[config.mk]
export PLATFORM = sky130hd
export DESIGN_NAME = mean_and_std_deviation
export DESIGN_NICKNAME = d
export VERILOG_FILES = /design/src/rtl/mstd_pkg.sv /design/src/rtl/mstd_ctrl.sv /design/src/rtl/mstd_datapath.sv /design/src/rtl/mean_and_std_deviation.sv
export SDC_FILE = /design/constraint.sdc
export NUM_CORES = 2
export LEC_CHECK = 0
export ABC_AREA = 1
export BUFFER_PORTS_ARGS = -buffer_cell sky130_fd_sc_hd__buf_2
export CAP_MARGIN = 15
export CORE_AREA = 3 3 372 374
export DETAILED_ROUTE_END_ITERATION = 10
export DIE_AREA = 0 0 375 377
export PLACE_DENSITY = 0.77
export SYNTH_ARGS = -nofsm -noshare
export SYNTH_HDL_FRONTEND = slang
export SYNTH_SLANG_ARGS = --single-unit
[constraint.sdc]
create_clock -name clk -period 8.1 [get_ports clk]
set_clock_uncertainty 0.2 [all_clocks]
set_input_delay 0.81 -clock clk [delete_from_list [all_inputs] [get_ports clk]]
set_output_delay 0.81 -clock clk [all_outputs]
set_load 0.005 [all_outputs]
[src/rtl/mstd_pkg.sv]
`timescale 1ns / 1ps
package mstd_pkg;

  localparam int SMP_W   = 16;
  localparam int OUT_W   = 20;
  localparam int SEEN_W  = 6;
  localparam int SUM_W   = 22;
  localparam int SQ_W    = 36;
  localparam int NQ_W    = SQ_W + SEEN_W;
  localparam int SS_W    = 2 * SUM_W;
  localparam int RAD_W   = SS_W + 8;
  localparam int ROOT_W  = RAD_W / 2;
  localparam int REM_W   = ROOT_W + 3;
  localparam int DIV_W   = SUM_W + 4;
  localparam int STEPS   = ROOT_W;
  localparam int STEP_W  = $clog2(STEPS);
  localparam int CNT_RST = 24;
  localparam int MAX_SAMPLES_DEF = 32;
  localparam int ADDR_W  = 3;

  localparam logic [ADDR_W-1:0] ADDR_SAMPLE_COUNT = '0;

  typedef struct packed {
    logic signed [SMP_W-1:0] sample_a;
    logic signed [SMP_W-1:0] sample_b;
  } sample_t;

  typedef struct packed {
    logic signed [OUT_W-1:0] mean_a;
    logic signed [OUT_W-1:0] mean_b;
    logic [OUT_W-1:0]        deviation_a;
    logic [OUT_W-1:0]        deviation_b;
  } result_t;

  typedef struct packed {
    logic load;
    logic acc;
    logic ch;
    logic prod;
    logic diff;
    logic sqrt_step;
    logic div_init;
    logic div_sel;
    logic div_step;
    logic dev_wr;
    logic mean_wr;
  } mstd_cmd_t;

  typedef struct packed {
    logic close;
  } mstd_status_t;

endpackage

[src/rtl/mstd_ctrl.sv]
`timescale 1ns / 1ps
module mstd_ctrl import mstd_pkg::*; (
  input  logic         clk,
  input  logic         rst,
  input  logic         start,
  input  mstd_status_t status,
  output mstd_cmd_t    cmd,
  output logic         busy,
  output logic         result_valid
);

  typedef enum logic [3:0] {
    S_IDLE, S_ACC, S_MUL, S_SUB, S_SQRT, S_DEVI, S_DEVD, S_MEANI, S_MEAND, S_WRM, S_OUT
  } state_t;

  state_t              state;
  logic                ch;
  logic [STEP_W-1:0]   cnt;

  localparam logic [STEP_W-1:0] LastStep = STEP_W'(STEPS - 1);

  always_ff @(posedge clk) begin
    if (rst) begin
      state <= S_IDLE;
      ch    <= 1'b0;
      cnt   <= '0;
    end else begin
      unique case (state)
        S_IDLE: if (start) state <= S_ACC;
        S_ACC: begin
          ch    <= 1'b0;
          state <= status.close ? S_MUL : S_IDLE;
        end
        S_MUL: state <= S_SUB;
        S_SUB: begin
          cnt   <= '0;
          state <= S_SQRT;
        end
        S_SQRT: begin
          cnt <= cnt + 1'b1;
          if (cnt == LastStep) state <= S_DEVI;
        end
        S_DEVI: begin
          cnt   <= '0;
          state <= S_DEVD;
        end
        S_DEVD: begin
          cnt <= cnt + 1'b1;
          if (cnt == LastStep) state <= S_MEANI;
        end
        S_MEANI: begin
          cnt   <= '0;
          state <= S_MEAND;
        end
        S_MEAND: begin
          cnt <= cnt + 1'b1;
          if (cnt == LastStep) state <= S_WRM;
        end
        S_WRM: begin
          if (!ch) begin
            ch    <= 1'b1;
            state <= S_MUL;
          end else begin
            state <= S_OUT;
          end
        end
        S_OUT: state <= S_IDLE;
        default: state <= S_IDLE;
      endcase
    end
  end

  always_comb begin
    cmd           = '0;
    cmd.ch        = ch;
    cmd.load      = (state == S_IDLE) && start;
    cmd.acc       = (state == S_ACC);
    cmd.prod      = (state == S_MUL);
    cmd.diff      = (state == S_SUB);
    cmd.sqrt_step = (state == S_SQRT);
    cmd.div_init  = (state == S_DEVI) || (state == S_MEANI);
    cmd.div_sel   = (state == S_MEANI);
    cmd.div_step  = (state == S_DEVD) || (state == S_MEAND);
    cmd.dev_wr    = (state == S_MEANI);
    cmd.mean_wr   = (state == S_WRM);
  end

  assign busy         = (state != S_IDLE);
  assign result_valid = (state == S_OUT);

endmodule

[src/rtl/mstd_datapath.sv]
`timescale 1ns / 1ps
module mstd_datapath import mstd_pkg::*; (
  input  logic              clk,
  input  logic              rst,
  input  mstd_cmd_t         cmd,
  output mstd_status_t      status,
  input  sample_t           sample,
  input  logic [SEEN_W-1:0] n_eff,
  output result_t           result
);

  sample_t                   smp;
  logic [SEEN_W-1:0]         seen;
  logic signed [SUM_W-1:0]   total_a, total_b;
  logic [SQ_W-1:0]           sqt_a, sqt_b;
  logic [SEEN_W-1:0]         set_n;
  logic signed [SUM_W-1:0]   set_sum_a, set_sum_b;
  logic [SQ_W-1:0]           set_sq_a, set_sq_b;
  logic [NQ_W-1:0]           nq;
  logic [SS_W-1:0]           ss;
  logic [RAD_W-1:0]          rad;
  logic [ROOT_W-1:0]         root;
  logic [REM_W-1:0]          rem;
  logic [DIV_W-1:0]          dq;
  logic [SEEN_W:0]           drem;
  result_t                   res;

  logic signed [2*SMP_W-1:0] sq_a, sq_b;
  logic signed [SUM_W-1:0]   sum_a_next, sum_b_next;
  logic [SQ_W-1:0]           sqt_a_next, sqt_b_next;
  logic [SEEN_W:0]           seen_inc;
  logic signed [SUM_W-1:0]   sum_sel;
  logic [SUM_W-1:0]          sum_mag;
  logic [SQ_W-1:0]           sq_sel;
  logic [NQ_W-1:0]           nq_c;
  logic [SS_W-1:0]           ss_c, diff_c;
  logic [REM_W-1:0]          rem_t, trial;
  logic [SEEN_W:0]           div_t;
  logic                      div_ge;
  logic [DIV_W-1:0]          dividend;
  logic [DIV_W-1:0]          mean_v;

  assign sq_a       = $signed(smp.sample_a) * $signed(smp.sample_a);
  assign sq_b       = $signed(smp.sample_b) * $signed(smp.sample_b);
  assign sum_a_next = total_a + SUM_W'(smp.sample_a);
  assign sum_b_next = total_b + SUM_W'(smp.sample_b);
  assign sqt_a_next = sqt_a + SQ_W'(unsigned'(sq_a));
  assign sqt_b_next = sqt_b + SQ_W'(unsigned'(sq_b));
  assign seen_inc   = {1'b0, seen} + 1'b1;
  assign status.close = (seen_inc >= {1'b0, n_eff});

  assign sum_sel = cmd.ch ? set_sum_b : set_sum_a;
  assign sq_sel  = cmd.ch ? set_sq_b : set_sq_a;
  assign sum_mag = sum_sel[SUM_W-1] ? unsigned'(-sum_sel) : unsigned'(sum_sel);
  assign nq_c    = set_n * sq_sel;
  assign ss_c    = sum_mag * sum_mag;
  assign diff_c  = SS_W'(nq) - ss;

  // restoring square root, two radicand bits per step
  assign rem_t = {rem[REM_W-3:0], rad[RAD_W-1 -: 2]};
  assign trial = {1'b0, root, 2'b01};

  assign dividend = cmd.div_sel ? {sum_mag, 4'b0000} : DIV_W'(root);
  assign div_t    = {drem[SEEN_W-1:0], dq[DIV_W-1]};
  assign div_ge   = (div_t >= {1'b0, set_n});

  // floor for negative sums: -(q+1) when a remainder is left
  always_comb begin
    if (sum_sel[SUM_W-1]) begin
      mean_v = (drem != '0) ? ~dq : -dq;
    end else begin
      mean_v = dq;
    end
  end

  always_ff @(posedge clk) begin
    if (rst) begin
      seen    <= '0;
      total_a <= '0;
      total_b <= '0;
      sqt_a   <= '0;
      sqt_b   <= '0;
    end else if (cmd.acc) begin
      if (status.close) begin
        seen    <= '0;
        total_a <= '0;
        total_b <= '0;
        sqt_a   <= '0;
        sqt_b   <= '0;
      end else begin
        seen    <= seen_inc[SEEN_W-1:0];
        total_a <= sum_a_next;
        total_b <= sum_b_next;
        sqt_a   <= sqt_a_next;
        sqt_b   <= sqt_b_next;
      end
    end
  end

  always_ff @(posedge clk) begin
    if (cmd.load) smp <= sample;
    if (cmd.acc && status.close) begin
      set_n     <= seen_inc[SEEN_W-1:0];
      set_sum_a <= sum_a_next;
      set_sum_b <= sum_b_next;
      set_sq_a  <= sqt_a_next;
      set_sq_b  <= sqt_b_next;
    end
    if (cmd.prod) begin
      nq <= nq_c;
      ss <= ss_c;
    end
    if (cmd.diff) begin
      rad  <= {diff_c, 8'b0};
      root <= '0;
      rem  <= '0;
    end else if (cmd.sqrt_step) begin
      rad <= {rad[RAD_W-3:0], 2'b00};
      if (rem_t >= trial) begin
        rem  <= rem_t - trial;
        root <= {root[ROOT_W-2:0], 1'b1};
      end else begin
        rem  <= rem_t;
        root <= {root[ROOT_W-2:0], 1'b0};
      end
    end
    if (cmd.div_init) begin
      dq   <= dividend;
      drem <= '0;
    end else if (cmd.div_step) begin
      dq   <= {dq[DIV_W-2:0], div_ge};
      drem <= div_ge ? div_t - {1'b0, set_n} : div_t;
    end
    if (cmd.dev_wr) begin
      if (cmd.ch) res.deviation_b <= dq[OUT_W-1:0];
      else        res.deviation_a <= dq[OUT_W-1:0];
    end
    if (cmd.mean_wr) begin
      if (cmd.ch) res.mean_b <= mean_v[OUT_W-1:0];
      else        res.mean_a <= mean_v[OUT_W-1:0];
    end
  end

  assign result = res;

endmodule

[src/rtl/mean_and_std_deviation.sv]
`timescale 1ns / 1ps
// two-channel population mean and standard deviation
//
// items enter on start/sample, taken when start is high and busy is low.
// each item holds two 16-bit signed samples with four fraction bits.
// an item that does not close a set is captured, then accumulated.
// the item that closes a set starts the statistics pass, after which
// result_valid pulses for one cycle with both means and deviations
// (eight fraction bits, floored). the pass runs per channel: product,
// difference, square root, a divide for the deviation, a divide for the
// mean, write. the square root and divide are one bit per cycle
// shift/subtract units.
// sample_count sets the set length over the APB port (0 acts as 1,
// values above MAX_SAMPLES act as MAX_SAMPLES); write it while idle.
// reset empties the accumulators and loads sample_count with 24.
// the receiver cannot stall: each result is valid for exactly one cycle.
module mean_and_std_deviation import mstd_pkg::*; #(
  parameter int MAX_SAMPLES = MAX_SAMPLES_DEF
) (
  input  logic              clk,
  input  logic              rst,
  input  logic              start,
  output logic              busy,
  input  sample_t           sample,
  output logic              result_valid,
  output result_t           result,
  input  logic              psel,
  input  logic              penable,
  input  logic              pwrite,
  input  logic [ADDR_W-1:0] paddr,
  input  logic [31:0]       pwdata,
  output logic [31:0]       prdata,
  output logic              pready
);

  localparam logic [8:0] MaxN = 9'(MAX_SAMPLES);

  logic [SEEN_W-1:0] sample_count;
  logic [SEEN_W-1:0] n_eff;
  mstd_cmd_t         cmd;
  mstd_status_t      status;

  assign pready = 1'b1;

  always_ff @(posedge clk) begin
    if (rst) begin
      sample_count <= SEEN_W'(CNT_RST);
    end else if (psel && penable && pwrite && paddr == ADDR_SAMPLE_COUNT) begin
      sample_count <= pwdata[SEEN_W-1:0];
    end
  end

  always_comb begin
    prdata = '0;
    if (paddr == ADDR_SAMPLE_COUNT) prdata = 32'(sample_count);
  end

  always_comb begin
    if (sample_count == '0) begin
      n_eff = SEEN_W'(1);
    end else if ({3'b000, sample_count} > MaxN) begin
      n_eff = MaxN[SEEN_W-1:0];
    end else begin
      n_eff = sample_count;
    end
  end

  mstd_ctrl u_ctrl (
    .clk          (clk),
    .rst          (rst),
    .start        (start),
    .status       (status),
    .cmd          (cmd),
    .busy         (busy),
    .result_valid (result_valid)
  );

  mstd_datapath u_dp (
    .clk    (clk),
    .rst    (rst),
    .cmd    (cmd),
    .status (status),
    .sample (sample),
    .n_eff  (n_eff),
    .result (result)
  );

  a_accept_busy: assert property (@(posedge clk) disable iff (rst)
    start && !busy |=> busy) else $error("busy not raised after accept");

  a_valid_pulse: assert property (@(posedge clk) disable iff (rst)
    result_valid |=> !result_valid) else $error("result strobe longer than one cycle");

  a_valid_busy: assert property (@(posedge clk) disable iff (rst)
    result_valid |-> busy) else $error("result while idle");

endmodule

==> run metrics <==
post-DP HPWL around 180 mm; first-pass GRT wire length ~340 mm; share of flip-flops with an asynchronous set or reset 0%; H-tree levels 3; CTS Sinks around 590; via/cell ratio ~5.4; Worst EP required 8310 ps; Site Rows ~140; drt drc 0; vias in the first global route between 60000 and 70000; syn_area_per_cell approximately 7.8 um^2; Initial Util 54.9%; drt total wl roughly 210 mm; Clock transition at path regs approximately 60 ps; clk_lat worst skew 690 ps; Critical Path End Type register; TritonCTS clock tree built; DR iter-0 viols between 4000 and 5000; area delta synth->final 8.85%; # fillers 12076; status complete, no violations; Min Clock Period, post-route about 7800 ps; Ports 188; placed cell area around 78000 um^2; largest net degree at the start of global routing a little under 90; Root Driver clkbuf_16; TritonRoute pass-1 iters 8; reg2reg path depth 35; Finished Core Util 59.8%; area of the multi-input gates roughly 50000 um^2; Crit Path Max Fanout 20; final setup vio count 0; Slew @ Worst Pin around 1100 ps; Max Fclk approximately 130 MHz; synth warn 0; ys flop type edfxtp_1; worst stage delay on the critical path about 570 ps; Chip Width ~380 um; Slew Viols, Final 0; WP data arrival approximately 8000 ps; # port buffers ~130; hold crit path type in2reg; Most common cell on crit path nand2_1; Hold Vio Cnt, Final 0; most frequent cells in the layout nand2_1, inv_1, fa_1; Syn Std Cell Area 74300 um^2; Critical Path Start Type register; Final WS setup ~270 ps; critical path type reg2reg; clk buf depth 3; CTS Buf Count 70; DR WL/cell about 19 um; cell count after synthesis between 9000 and 10000; most common cell after layout, fill and taps aside nand2_1; Rel. slew slack 23.3%; Core Area between 100000 and 150000 um^2; die area about 140000 um^2; number of max-cap violations 0; Final period util between 90% and 100%; sequential-to-total area share from yosys stat a little over a fifth; Place WS between 60 and 70 ps; number of synthesized flops with an enable pin 389; initial antenna violation count 4; final non-filler cell total 11550; fin nets between 10000 and 15000; GR Util All Layers around 31%; number of cells on the worst hold path 1; dpl cells 11355; register bit total from synthesis roughly 600; RSZ-0062 raised after global routing true; antenna-violating nets left 0; post-route cell area 80900 um^2; via count about 62000; CP max-delay cell fa_1; gr ovfl total 0; gpl congestion a little under 1; Seq. cell area between 15000 and 20000 um^2; ratio of cells with drive above 1 in the final layout 7.00%; die height around 380 um; Netlist cell types 57
==> registers in the layout (all words and copies together), names as in the netlist, 26 cells and up <==
register       cells
u_dp.dq           26
u_dp.nq           42
u_dp.rad          44
u_dp.rem          27
u_dp.result       80
u_dp.root         26
u_dp.set_sq_a     36
u_dp.set_sq_b     36
u_dp.smp          32
u_dp.sqt_a        36
u_dp.sqt_b        36
u_dp.ss           43
==> cell usage after synthesis, drive strengths merged (104+ instances only) <==
cell type / number / area, um^2
xor2: 187 / 1640
o21ai: 281 / 1420
ha: 569 / 7120
nor2: 719 / 2850
fa: 962 / 19300
clkbuf: 159 / 597
edfxtp: 389 / 11700
nand3: 369 / 1860
nand2: 2424 / 9170
dfxtp: 198 / 3960
nand4: 104 / 657
inv: 2041 / 7660
a21oi: 511 / 2560
==> per-layer routing <==
layer  GRT usage (%)  part of all wire (%)
met3            4.16                   6.3
met2            53.3                    49
met4            14.9                   5.7
met1            37.4                    39
met5               0                0.0037
==> worst paths after layout <==
path | from | end | slack, ps
setup / recovery | u_ctrl.ch | u_dp.ss[31] | 270
hold reg to reg | u_dp.rem[25] | u_dp.rem[25] | 260
hold / removal | sample[17] | u_dp.smp[17] | 100
setup reg to reg | u_ctrl.ch | u_dp.ss[31] | 270
==> area by class of cell <==
| class | instances | area share, % |
|---|---|---|
| sequential | 587 | 19.3 |
| antenna | 4 | 0.0124 |
| clock buffer | 95 | 2.43 |
| inverter | 2046 | 9.53 |
| clock inverter | 35 | 0.478 |
| timing repair buffer | 366 | 3.26 |
| tap | 1781 | 2.76 |
| multi-input combinational | 6636 | 62.2 |
==> through the flow <==
step / hold WS (ps) / TNS (ps)
after CTS: 49.5 / 0
after floorplan: 233 / 0
after global placement: 251 / 0
after detailed placement: 261 / 0
after global routing: 66.1 / -309
final: 97.3 / 0
==> repair_timing <==
item / CTS / global route
setup endpoints to repair: 1 / 73
hold buffers: 0 / 0
pin swaps: 0 / 4
resized for setup: 1 / 101
buffers inserted: 2 / 55
==> worst max-delay path, delay by kind of cell, from the launching register on <==
family | cells | cell delay [ps]
AND/OR/NAND/NOR | 18 | 2200
XOR/XNOR | 1 | 90
buffers and inverters | 8 | 830
adder cells (fa/ha/maj) | 8 | 3900
flip-flops | 1 | 360
==> kinds of logic after synthesis <==
family | synth area share [%]
XOR/XNOR | 3.10
flip-flops | 21.1
buffers and inverters | 11.9
AO/OA/AOI/OAI | 7.11
other | 0.0101
AND/OR/NAND/NOR | 21.3
adder cells (fa/ha/maj) | 35.5
Power is left out: the tool's default activity adds up to more than one toggle a clock period on the data nets, which glitch-free logic cannot reach.
